<file path="src/rtl/bresenham_line_stepper_top_macros.svh">
// Assertion macros used by the line stepper RTL.
// Each macro expects signals named clk and rst_n in the calling scope.
`ifndef BRESENHAM_LINE_STEPPER_TOP_MACROS_SVH
`define BRESENHAM_LINE_STEPPER_TOP_MACROS_SVH

// Same-cycle implication: whenever a holds, c holds.
`define BLS_ASSERT_IMP(label, a, c, msg) \
    label: assert property (@(posedge clk) disable iff (!rst_n) (a) |-> (c)) else $error(msg);

// Next-cycle implication: whenever a holds, c holds in the following cycle.
`define BLS_ASSERT_NXT(label, a, c, msg) \
    label: assert property (@(posedge clk) disable iff (!rst_n) (a) |=> (c)) else $error(msg);

`endif

</file>
<file path="src/rtl/bls_pkg.sv">
`timescale 1ns / 1ps
// ----------------------------------------------------------------------------
// bls_pkg
// Shared codes and types for the Bresenham line stepper.
// ----------------------------------------------------------------------------
package bls_pkg;

    // input word kinds, carried on s_axis_tuser
    localparam logic KIND_START   = 1'b0;
    localparam logic KIND_ADVANCE = 1'b1;

    // per-line orientation flags
    typedef struct packed {
        logic minor_down;
        logic axes_swapped;
    } line_flags_t;

endpackage

</file>
<file path="src/rtl/bls_setup.sv">
`timescale 1ns / 1ps
// ----------------------------------------------------------------------------
// bls_setup
// Line setup: picks the major axis, orders endpoints, derives the deltas.
// ----------------------------------------------------------------------------
module bls_setup
    import bls_pkg::*;
#(
    parameter int COORD_BITS = 12
)
(
    input  logic [COORD_BITS-1:0] start_x,
    input  logic [COORD_BITS-1:0] start_y,
    input  logic [COORD_BITS-1:0] end_x,
    input  logic [COORD_BITS-1:0] end_y,
    output logic [COORD_BITS-1:0] major_pos,
    output logic [COORD_BITS-1:0] major_end,
    output logic [COORD_BITS-1:0] minor_pos,
    output logic [COORD_BITS-1:0] major_delta,
    output logic [COORD_BITS:0]   twice_minor_delta,
    output line_flags_t           flags
);

    logic [COORD_BITS-1:0] adx;
    logic [COORD_BITS-1:0] ady;
    logic                  steep;
    logic [COORD_BITS-1:0] ma0;
    logic [COORD_BITS-1:0] mi0;
    logic [COORD_BITS-1:0] ma1;
    logic [COORD_BITS-1:0] mi1;
    logic                  reorder;
    logic [COORD_BITS-1:0] mi_first;
    logic [COORD_BITS-1:0] mi_last;
    logic [COORD_BITS-1:0] minor_delta;

    always_comb
    begin
        adx   = (start_x > end_x) ? (start_x - end_x) : (end_x - start_x);
        ady   = (start_y > end_y) ? (start_y - end_y) : (end_y - start_y);
        steep = (adx < ady);

        ma0 = steep ? start_y : start_x;
        mi0 = steep ? start_x : start_y;
        ma1 = steep ? end_y   : end_x;
        mi1 = steep ? end_x   : end_y;

        reorder   = (ma0 > ma1);
        major_pos = reorder ? ma1 : ma0;
        major_end = reorder ? ma0 : ma1;
        mi_first  = reorder ? mi1 : mi0;
        mi_last   = reorder ? mi0 : mi1;
        minor_pos = mi_first;

        major_delta = major_end - major_pos;
        minor_delta = (mi_last > mi_first) ? (mi_last - mi_first) : (mi_first - mi_last);
        twice_minor_delta = {minor_delta, 1'b0};

        flags.minor_down   = !(mi_last > mi_first);
        flags.axes_swapped = steep;
    end

endmodule

</file>
<file path="src/rtl/bls_step.sv">
`timescale 1ns / 1ps
// ----------------------------------------------------------------------------
// bls_step
// Line state registers with the pixel emit and error-term advance.
// ----------------------------------------------------------------------------
`include "bresenham_line_stepper_top_macros.svh"

module bls_step
    import bls_pkg::*;
#(
    parameter int COORD_BITS = 12
)
(
    input  logic                  clk,
    input  logic                  rst_n,
    input  logic                  start,
    input  logic                  advance,
    input  logic [COORD_BITS-1:0] set_major_pos,
    input  logic [COORD_BITS-1:0] set_major_end,
    input  logic [COORD_BITS-1:0] set_minor_pos,
    input  logic [COORD_BITS-1:0] set_major_delta,
    input  logic [COORD_BITS:0]   set_twice_minor_delta,
    input  line_flags_t           set_flags,
    output logic                  emit,
    output logic [COORD_BITS-1:0] pixel_x,
    output logic [COORD_BITS-1:0] pixel_y,
    output logic                  last_pixel
);

    localparam int ERR_W = COORD_BITS + 3;

    logic [COORD_BITS-1:0] major_pos_reg,   major_pos_next;
    logic [COORD_BITS-1:0] major_end_reg,   major_end_next;
    logic [COORD_BITS-1:0] minor_pos_reg,   minor_pos_next;
    logic [COORD_BITS-1:0] major_delta_reg, major_delta_next;
    logic [COORD_BITS:0]   tmd_reg,         tmd_next;
    logic signed [ERR_W-1:0] err_reg,       err_next;
    line_flags_t           flags_reg,       flags_next;
    logic                  line_active_reg, line_active_next;

    logic                    fire;
    logic [COORD_BITS-1:0]   cur_major;
    logic [COORD_BITS-1:0]   cur_minor;
    logic signed [ERR_W-1:0] err_sum;
    logic signed [ERR_W-1:0] md_ext;
    logic                    step_minor;

    always_comb
    begin
        // a start reloads everything; an advance continues the stored line
        major_pos_next   = start ? set_major_pos         : major_pos_reg;
        major_end_next   = start ? set_major_end         : major_end_reg;
        minor_pos_next   = start ? set_minor_pos         : minor_pos_reg;
        major_delta_next = start ? set_major_delta       : major_delta_reg;
        tmd_next         = start ? set_twice_minor_delta : tmd_reg;
        flags_next       = start ? set_flags             : flags_reg;
        err_next         = start ? '0                    : err_reg;
        line_active_next = line_active_reg;

        cur_major = major_pos_next;
        cur_minor = minor_pos_next;

        emit       = start || line_active_reg;
        fire       = start || (advance && line_active_reg);
        last_pixel = (major_pos_next == major_end_next);
        pixel_x    = flags_next.axes_swapped ? cur_minor : cur_major;
        pixel_y    = flags_next.axes_swapped ? cur_major : cur_minor;

        md_ext     = $signed({3'b000, major_delta_next});
        err_sum    = err_next + $signed({2'b00, tmd_next});
        step_minor = (err_sum > md_ext);

        if (fire)
        begin
            err_next = step_minor ? (err_sum - $signed({2'b00, major_delta_next, 1'b0}))
                                  : err_sum;
            if (step_minor)
            begin
                minor_pos_next = flags_next.minor_down ? (cur_minor - 1'b1)
                                                       : (cur_minor + 1'b1);
            end
            major_pos_next   = cur_major + 1'b1;
            line_active_next = !last_pixel;
        end
    end

    always_ff @(posedge clk or negedge rst_n)
    begin
        if (!rst_n)
        begin
            major_pos_reg   <= '0;
            major_end_reg   <= '0;
            minor_pos_reg   <= '0;
            major_delta_reg <= '0;
            tmd_reg         <= '0;
            err_reg         <= '0;
            flags_reg       <= '0;
            line_active_reg <= 1'b0;
        end
        else
        begin
            major_pos_reg   <= major_pos_next;
            major_end_reg   <= major_end_next;
            minor_pos_reg   <= minor_pos_next;
            major_delta_reg <= major_delta_next;
            tmd_reg         <= tmd_next;
            err_reg         <= err_next;
            flags_reg       <= flags_next;
            line_active_reg <= line_active_next;
        end
    end

    // error term never exceeds the major delta between pixels
    `BLS_ASSERT_IMP(a_err_bound, 1'b1, err_reg <= $signed({3'b000, major_delta_reg}), "error term above major delta")
    // minor slope never exceeds the major slope on a live line
    `BLS_ASSERT_IMP(a_slope, line_active_reg, {1'b0, tmd_reg} <= {1'b0, major_delta_reg, 1'b0}, "minor delta exceeds major delta")
    `BLS_ASSERT_NXT(a_last_ends, fire && last_pixel, !line_active_reg, "line still active after last pixel")
    `BLS_ASSERT_NXT(a_idle_hold, advance && !start && !line_active_reg, $stable(major_pos_reg) && $stable(minor_pos_reg) && !line_active_reg, "idle advance changed line state")

endmodule

</file>
<file path="src/rtl/bresenham_line_stepper_top.sv">
`timescale 1ns / 1ps
// A pixel appears on m_axis in the cycle after its input word is taken.
// Takes one input word per cycle unless the output register is full and m_axis is stalled.
// s_axis_tready stays high while the output register is empty or being drained.
// Reset (rst_n low, async) idles the line, empties the output, zeroes draw_color.
// ----------------------------------------------------------------------------
// bresenham_line_stepper_top
// Streaming Bresenham rasterizer: start words load a line, advance words step it.
// ----------------------------------------------------------------------------
module bresenham_line_stepper_top
    import bls_pkg::*;
#(
    parameter int COORD_BITS = 12
)
(
    input  logic clk,
    input  logic rst_n,
    // configuration: draw_color
    input  logic        cfg_valid,
    output logic        cfg_ready,
    input  logic [31:0] cfg_data,
    // input words
    input  logic        s_axis_tvalid,
    output logic        s_axis_tready,
    input  logic [((4*COORD_BITS+7)/8)*8-1:0] s_axis_tdata, // start_x, start_y, end_x, end_y
    input  logic        s_axis_tuser,                       // kind
    // pixel words
    output logic        m_axis_tvalid,
    input  logic        m_axis_tready,
    output logic [((2*COORD_BITS+32+7)/8)*8-1:0] m_axis_tdata, // pixel_x, pixel_y, pixel_color
    output logic        m_axis_tlast                           // last_pixel
);

    localparam int OUT_FIELDS_W = 2*COORD_BITS + 32;
    localparam int OUT_TDATA_W  = ((OUT_FIELDS_W + 7) / 8) * 8;

    logic [31:0]           draw_color_reg;
    logic                  out_valid_reg, out_valid_next;
    logic [COORD_BITS-1:0] out_x_reg;
    logic [COORD_BITS-1:0] out_y_reg;
    logic [31:0]           out_color_reg;
    logic                  out_last_reg;

    logic                  in_accept;
    logic                  do_start;
    logic                  do_advance;
    logic                  load_out;

    logic [COORD_BITS-1:0] su_major_pos;
    logic [COORD_BITS-1:0] su_major_end;
    logic [COORD_BITS-1:0] su_minor_pos;
    logic [COORD_BITS-1:0] su_major_delta;
    logic [COORD_BITS:0]   su_tmd;
    line_flags_t           su_flags;

    logic                  emit;
    logic [COORD_BITS-1:0] px;
    logic [COORD_BITS-1:0] py;
    logic                  plast;

    assign cfg_ready     = 1'b1;
    assign s_axis_tready = !out_valid_reg || m_axis_tready;
    assign in_accept     = s_axis_tvalid && s_axis_tready;
    assign do_start      = in_accept && (s_axis_tuser == KIND_START);
    assign do_advance    = in_accept && (s_axis_tuser == KIND_ADVANCE);
    assign load_out      = in_accept && emit;

    bls_setup #(.COORD_BITS(COORD_BITS)) u_setup (
        .start_x           (s_axis_tdata[COORD_BITS-1:0]),
        .start_y           (s_axis_tdata[2*COORD_BITS-1:COORD_BITS]),
        .end_x             (s_axis_tdata[3*COORD_BITS-1:2*COORD_BITS]),
        .end_y             (s_axis_tdata[4*COORD_BITS-1:3*COORD_BITS]),
        .major_pos         (su_major_pos),
        .major_end         (su_major_end),
        .minor_pos         (su_minor_pos),
        .major_delta       (su_major_delta),
        .twice_minor_delta (su_tmd),
        .flags             (su_flags)
    );

    bls_step #(.COORD_BITS(COORD_BITS)) u_step (
        .clk                   (clk),
        .rst_n                 (rst_n),
        .start                 (do_start),
        .advance               (do_advance),
        .set_major_pos         (su_major_pos),
        .set_major_end         (su_major_end),
        .set_minor_pos         (su_minor_pos),
        .set_major_delta       (su_major_delta),
        .set_twice_minor_delta (su_tmd),
        .set_flags             (su_flags),
        .emit                  (emit),
        .pixel_x               (px),
        .pixel_y               (py),
        .last_pixel            (plast)
    );

    always_comb
    begin
        if (load_out)
        begin
            out_valid_next = 1'b1;
        end
        else if (m_axis_tready)
        begin
            out_valid_next = 1'b0;
        end
        else
        begin
            out_valid_next = out_valid_reg;
        end
    end

    always_ff @(posedge clk or negedge rst_n)
    begin
        if (!rst_n)
        begin
            draw_color_reg <= '0;
            out_valid_reg  <= 1'b0;
        end
        else
        begin
            if (cfg_valid && cfg_ready)
            begin
                draw_color_reg <= cfg_data;
            end
            out_valid_reg <= out_valid_next;
        end
    end

    always_ff @(posedge clk)
    begin
        if (load_out)
        begin
            out_x_reg     <= px;
            out_y_reg     <= py;
            out_color_reg <= draw_color_reg;
            out_last_reg  <= plast;
        end
    end

    assign m_axis_tvalid = out_valid_reg;
    assign m_axis_tdata  = OUT_TDATA_W'({out_color_reg, out_y_reg, out_x_reg});
    assign m_axis_tlast  = out_last_reg;

endmodule
</file>
<file path="config.mk">
export PLATFORM = sky130hd
export DESIGN_NAME = bresenham_line_stepper_top
export DESIGN_NICKNAME = d
export VERILOG_FILES = /design/src/rtl/bls_pkg.sv /design/src/rtl/bls_setup.sv /design/src/rtl/bls_step.sv /design/src/rtl/bresenham_line_stepper_top.sv
export VERILOG_INCLUDE_DIRS = /design/src /design/src/rtl
export SDC_FILE = /design/constraint.sdc
export NUM_CORES = 1
export LEC_CHECK = 0
export BUFFER_PORTS_ARGS = -buffer_cell sky130_fd_sc_hd__buf_2
export CORE_UTILIZATION = 40
export CTS_CLUSTER_SIZE = 25
export DETAILED_ROUTE_END_ITERATION = 12
export SYNTH_ARGS = -nofsm -noshare
export SYNTH_HDL_FRONTEND = slang
export SYNTH_SLANG_ARGS = --single-unit
</file>
<file path="constraint.sdc">
create_clock -name clk -period 5.9 [get_ports clk]
set_input_delay 0.885 -clock clk [delete_from_list [all_inputs] [get_ports clk]]
set_output_delay 0.885 -clock clk [all_outputs]
set_load 0.01 [all_outputs]
</file>
==> impl_metrics.env, run 1 <==
export IMPL_synth_warnings=0
export IMPL_post_place_cells=2589
export IMPL_die_x_um=190
export IMPL_vias_per_cell=5.38
export IMPL_synth_most_common_cell="nand2_1"
export IMPL_cp_num_buf_inv=10
export IMPL_ant_nets=0
export IMPL_finalNonFillerCells=2742
export IMPL_grt_pass1_wl_um=77100
export IMPL_cts_htree_levels=4
export IMPL_clock_skew_ns=0.0115
export IMPL_numCtsBuffers=17
export IMPL_antenna_found_initial=0
export IMPL_ys_flop_type="dfrtp_1"
export IMPL_cts_sinks=169
export IMPL_synth_area_um2=14200
export IMPL_path_max_fanout=7
export IMPL_cts_tree="done"
export IMPL_antennaDiodeCount=0
export IMPL_drive_gt1_frac=0.492
export IMPL_critPathSlowestCell="a221o_2"
export IMPL_clk_pin_slew_worst_paths_ns=0.07
export IMPL_rows=68
export IMPL_yosysSeqAreaShare=0.318
export IMPL_grt_total_usage=0.272
export IMPL_met2_usage=0.462
export IMPL_final_core_util=0.649
export IMPL_slew_limit_headroom=0.315
export IMPL_hpwl_um=37300
export IMPL_hold_class="reg -> reg"
export IMPL_overflow=0
export IMPL_drt_total_wl_um=50700
export IMPL_vias=14700
export IMPL_grt_busiest_layer="met2"
export IMPL_worstPathArrival_ns=12.13
export IMPL_cp_end_kind="flop"
export IMPL_finalCriticalPeriod_ns=11.80
export IMPL_clock_latency_ns=0.44
export IMPL_tightest_slew_ns=1.03
export IMPL_met3_usage=0.0431
export IMPL_max_stage_delay_ns=0.46
export IMPL_grt_max_degree=73
export IMPL_num_io_pins=146
export IMPL_synth_common_cells="nand2_1 (162), ha_1 (141), inv_1 (127)"
export IMPL_grt_pass1_vias=14700
export IMPL_final_nets=2510
export IMPL_syn_nets=1827
export IMPL_core_area_um2=34700
export IMPL_fmax_ghz=0.0847
export IMPL_report_final_slew_viol_count=0
export IMPL_wl_per_cell_um=18.5
export IMPL_hold_viol_final=0
export IMPL_syn_inst=1591
export IMPL_use_met1=0.341
export IMPL_yosysTopAreaCell="dfrtp_1"
export IMPL_area_growth_pct=58.7
export IMPL_cpMostUsedCell="a21o_1"
export IMPL_maxCapViolations=0
export IMPL_first_iter_violations=956
export IMPL_clock_path_buffers=2
export IMPL_die_y_um=190
export IMPL_cp_start_kind="primary input"
export IMPL_start_util=0.409
export IMPL_synthTopCellsByArea="dfrtp_1 (20%), ha_1 (12%), edfxtp_1 (12%), mux2i_1 (4.7%), nand2_1 (4.3%)"
export IMPL_setup_viol=100
export IMPL_setup_ws_ns=-5.90
export IMPL_yosys_register_bits=169
export IMPL_remaining_drc_errors=0
export IMPL_rsz0062_at_grt="yes"
export IMPL_ys_types=86
export IMPL_dieArea_um2=36200
export IMPL_fin_crit_sh=2.00
export IMPL_crit_family="compound AO/OA/AOI/OAI gates"
export IMPL_holdWs_ns=0.443
export IMPL_async_flop_share=0.663
export IMPL_cp_required_ns=6.23
export IMPL_syn_area_per_cell_um2=8.92
export IMPL_run_status="complete, but fails checks"
export IMPL_synth_edf_count=57
export IMPL_path_class="in -> reg"
export IMPL_root_buffer="clkbuf_16"
export IMPL_pre_cts_slack_ns=-6.71
export IMPL_violations="setup timing"
export IMPL_place_port_buffers=144
export IMPL_first_pass_iters=5
export IMPL_gp_congestion=0.915
export IMPL_synth_top_area_frac=0.197
export IMPL_hold_buffers=0
## area by class of cell
class	instances	area, um2
Multi-Input combinational cell	1229	10800
Clock inverter	15	134
Inverter	127	499
Clock buffer	17	425
Fill cell	2790	12200
Tap cell	455	569
Timing Repair Buffer	730	5600
Sequential cell	169	4510
## final timing paths
path | startpoint | end | slack [ns] | depth (start not counted)
max | s_axis_tdata[12] | u_step.minor_pos_reg[10] | -5.90 | 61
min in group asynchronous | rst_n | draw_color_reg[2] | 0.61 | 1
min | draw_color_reg[15] | out_color_reg[15] | 0.44 | 0
min reg2reg | draw_color_reg[15] | out_color_reg[15] | 0.44 | 0
max in group asynchronous | rst_n | u_step.tmd_reg[0] | 4.09 | 2
max reg2reg | m_axis_tvalid | u_step.minor_pos_reg[10] | 1.17 | 24
## placed cells by master (no fill, tap or decap), types with 9 or more instances in the layout
cell         n
buf_4      501
mux2_4       9
nand4_1     20
and2_1      23
nand2_2     22
nor2_1      82
buf_8       10
inv_1      109
nor2b_1     11
nand2b_1    12
clkbuf_16   18
o21bai_1    16
mux2i_4     10
o21a_1       9
a21oi_2     29
dfrtp_1    112
ha_4        17
o21ai_0     33
a21oi_1     81
o211ai_1    13
mux2_2      41
nor2_2      11
mux2i_1     50
nand3_1     29
nor3_1      13
nor2_4      10
nand2_1    135
edfxtp_1    57
buf_6       71
a21o_1      39
o21ai_1     38
buf_2      139
ha_1       119
xor2_1      26
a21oi_4     10
o21ai_4     13
o21ai_2     30
inv_2       14
xnor2_2     11
xnor2_1     54
## metal layers
metal  vias up  share of wire
met4         0          0.042
met2       435           0.48
met1      7148           0.43
met3       111          0.047
met5         -              0
li1       7048              -
## metrics by stage
step                TNS [ns]  cell area, um2
detailed placement   -363.97           19200
finish               -303.91           22500
global route         -334.25           22500
floorplan            -274.06           14800
global placement     -353.55           19200
CTS                  -277.76           21200
## kinds of logic (layout without fill, tap and decap cells)
family | Yosys count | in the layout | synth area share
AOI/OAI and AO/OA | 420 | 420 | 0.192
xor gates and xnor gates | 95 | 95 | 0.0586
adders and majority gates | 150 | 150 | 0.137
buffers and inverters | 194 | 889 | 0.0537
DFF | 169 | 169 | 0.318
muxes | 122 | 122 | 0.0942
other | 1 | 1 | 0.000264
and+or+nand+nor | 440 | 441 | 0.146
## timing repair
| action | CTS | global route |
|---|---|---|
| setup buffers | 73 | 62 |
| setup endpoints to repair | 101 | 101 |
| cloned | 2 | 1 |
| resized for setup | 237 | 217 |
| pin swaps | 117 | 112 |
Power of run 1 is left out: the tool's default activity adds up to more than one toggle a clock period on the data nets, which glitch-free logic cannot reach.
==> inputs of run 2 (changes only) <==
--- a/config.mk
+++ b/config.mk
@@ -12,4 +12,5 @@
 export DETAILED_ROUTE_END_ITERATION = 12
 export SYNTH_ARGS = -nofsm -noshare
 export SYNTH_HDL_FRONTEND = slang
+export SYNTH_HIERARCHICAL = 1
 export SYNTH_SLANG_ARGS = --single-unit
==> impl_metrics.env, run 2 <==
export IMPL_r2r_end="u_step/minor_pos_reg[5]"
export IMPL_synth_top_area_frac=0.187
export IMPL_final_cell_mix="buf_4 (501), buf_2 (141), nand2_1 (120), inv_1 (118), ha_1 (118)"
export IMPL_syn_inst=1631
export IMPL_area_sequential_um2=4510
export IMPL_worstPathArrival_ns=12.79
export IMPL_rows=70
export IMPL_cp_num_buf_inv=13
export IMPL_synth_area_mux_share=0.134
export IMPL_maxCapViolations=0
export IMPL_tightest_slew_ns=1.06
export IMPL_die_y_um=196
export IMPL_placed_area_um2=20100
export IMPL_hold_viol_final=0
export IMPL_numCtsBuffers=17
export IMPL_synth_area_um2=15000
export IMPL_yosys_area_share_simple=0.140
export IMPL_first_pass_iters=6
export IMPL_clock_path_buffers=2
export IMPL_cp_end_kind="flop"
export IMPL_grt_total_usage=0.255
export IMPL_final_common_cell="buf_4"
export IMPL_async_flop_share=0.663
export IMPL_fmax_ghz=0.0802
export IMPL_path_class="in -> reg"
export IMPL_hold_buffers=0
export IMPL_r2r_cells=20
export IMPL_num_io_pins=146
export IMPL_synthXorXnorAreaFrac=0.0537
export IMPL_synth_warnings=6
export IMPL_grt_pass1_vias=14800
export IMPL_wl_per_cell_um=18.5
export IMPL_dieArea_um2=38200
export IMPL_ys_types=91
export IMPL_clock_latency_ns=0.43
export IMPL_die_x_um=196
export IMPL_path_max_fanout=7
export IMPL_rsz0062_at_grt="yes"
export IMPL_setup_viol=101
export IMPL_grt_max_degree=72
export IMPL_max_stage_delay_ns=0.39
export IMPL_yosysSeqAreaShare=0.301
export IMPL_vias_per_cell=5.41
export IMPL_drt_total_wl_um=51100
export IMPL_ys_flop_type="dfrtp_1"
export IMPL_hpwl_um=39100
export IMPL_slew_limit_headroom=0.293
export IMPL_report_final_slew_viol_count=0
export IMPL_synth_fa_ha_area_frac=0.129
export IMPL_core_area_um2=36700
export IMPL_grt_pass1_wl_um=77200
export IMPL_yosysTopAreaCell="dfrtp_1"
export IMPL_cts_tree="done"
export IMPL_synth_top_family_by_area="compound AO/OA/AOI/OAI gates"
export IMPL_synth_compound_area_share=0.184
export IMPL_synthTopCellsByArea="dfrtp_1 (19%), ha_1 (12%), edfxtp_1 (11%), mux2i_1 (5.9%), a21oi_1 (4.4%)"
export IMPL_reg2reg_slack_ns=0.70
export IMPL_place_port_buffers=144
export IMPL_critPathSlowestCell="a2111oi_4"
export IMPL_yosys_register_bits=169
export IMPL_vias=15000
export IMPL_clk_pin_slew_worst_paths_ns=0.07
export IMPL_area_growth_pct=50.9
export IMPL_synth_common_cells="ha_1 (139), inv_1 (132), a21oi_1 (131)"
export IMPL_fin_crit_sh=2.11
export IMPL_finalCriticalPeriod_ns=12.47
export IMPL_overflow=0
export IMPL_run_status="complete, but fails checks"
export IMPL_ant_nets=0
export IMPL_synth_most_common_cell="ha_1"
export IMPL_gp_congestion=0.947
export IMPL_r2r_start="m_axis_tvalid"
export IMPL_violations="setup timing"
export IMPL_cp_start_kind="primary input"
export IMPL_syn_area_per_cell_um2=9.19
export IMPL_setup_ws_ns=-6.57
export IMPL_critical_path_depth=69
export IMPL_synth_edf_count=57
export IMPL_first_iter_violations=837
export IMPL_start_util=0.408
export IMPL_drive_gt1_frac=0.462
export IMPL_nFillCells=3025
export IMPL_clock_skew_ns=0.0177
export IMPL_remaining_drc_errors=0
export IMPL_hold_class="in -> async"
export IMPL_syn_nets=1865
export IMPL_antenna_found_initial=0
export IMPL_crit_family="compound AO/OA/AOI/OAI gates"
export IMPL_final_nets=2520
export IMPL_multi_input_area_um2=11000
export IMPL_fin_area_um2=22600
export IMPL_cts_sinks=169
export IMPL_cts_htree_levels=4
export IMPL_cpMostUsedCell="a21o_1"
export IMPL_root_buffer="clkbuf_16"
export IMPL_cp_required_ns=6.22
==> run 2: cell types whose count changed in the layout (fill, tap and decap cells not counted), moves of 10 or more <==
cell	previous run	this run
nand2_1	135	120
o21ai_2	30	6
a21oi_1	81	101
nor2b_1	11	28
nor3_1	13	29
mux2_2	41	20
buf_6	71	48
o211ai_1	13	59
o21ai_4	13	3
nand2_2	22	6
o21ai_1	38	7
mux2_4	9	66
mux2i_2	8	22
==> run 2: worst max path at each step <==
stage	from	end	slack, ns
after floorplan	s_axis_tdata[12]	u_step/minor_pos_reg[10]	-6.96
after global placement	s_axis_tdata[12]	u_step/minor_pos_reg[8]	-7.22
after detailed placement	s_axis_tdata[12]	u_step/minor_pos_reg[8]	-7.38
after CTS	s_axis_tdata[12]	u_step/minor_pos_reg[5]	-6.47
after global routing	s_axis_tdata[0]	u_step/minor_pos_reg[4]	-7.08
final	s_axis_tdata[12]	u_step/minor_pos_reg[5]	-6.57
==> run 2: through the flow <==
stage | cells | utilization | worst slack [ns] | setup TNS [ns] | hold slack (ns)
6_report | 2768 | 0.616 | -6.57 | -360.67 | 0.444
5_1_grt | 2767 | 0.616 | -7.08 | -395.57 | 0.463
4_1_cts | 2727 | 0.582 | -6.47 | -344.03 | 0.450
3_5_place_dp | 2665 | 0.547 | -7.38 | -423.90 | 0.432
3_3_place_gp | 2665 | 0.547 | -7.22 | -416.26 | 0.430
2_1_floorplan | 1631 | - | -6.96 | -365.72 | 0.421
==> run 2: cells by family after synthesis <==
family                     count (synthesis)
AOI/OAI and AO/OA                        407
xor gates and xnor gates                  91
adders and majority gates                150
buffers and inverters                    205
DFF                                      169
muxes                                    175
other                                      2
and+or+nand+nor                          432
==> run 2: cell type report <==
class                           instances  area share
Sequential cell                       169       0.200
Timing Repair Buffer                  707       0.237
Inverter                              132      0.0231
Multi-Input combinational cell       1259       0.487
Tap cell                              468      0.0259
Clock buffer                           17      0.0188
Clock inverter                         15     0.00803
Antenna cell                            1    0.000111
==> run 2: timing repair <==
| action | 4_1_cts | 5_1_grt |
|---|---|---|
| pin swaps | 67 | 64 |
| endpoints found under the setup margin | 102 | 102 |
| gates cloned | 1 | 4 |
| buffers inserted | 29 | 37 |
| gates resized for setup | 108 | 207 |
==> run 2: metal layers <==
metal | vias to the layer above | track usage | wire length [um]
met5 | - | 0 | 0
met1 | 7329 | 0.339 | 22700
met2 | 395 | 0.443 | 25200
met3 | 77 | 0.0268 | 1970
li1 | 7167 | - | -
met4 | 0 | 0.0621 | 1230
Power of run 2 is left out for the same reason.
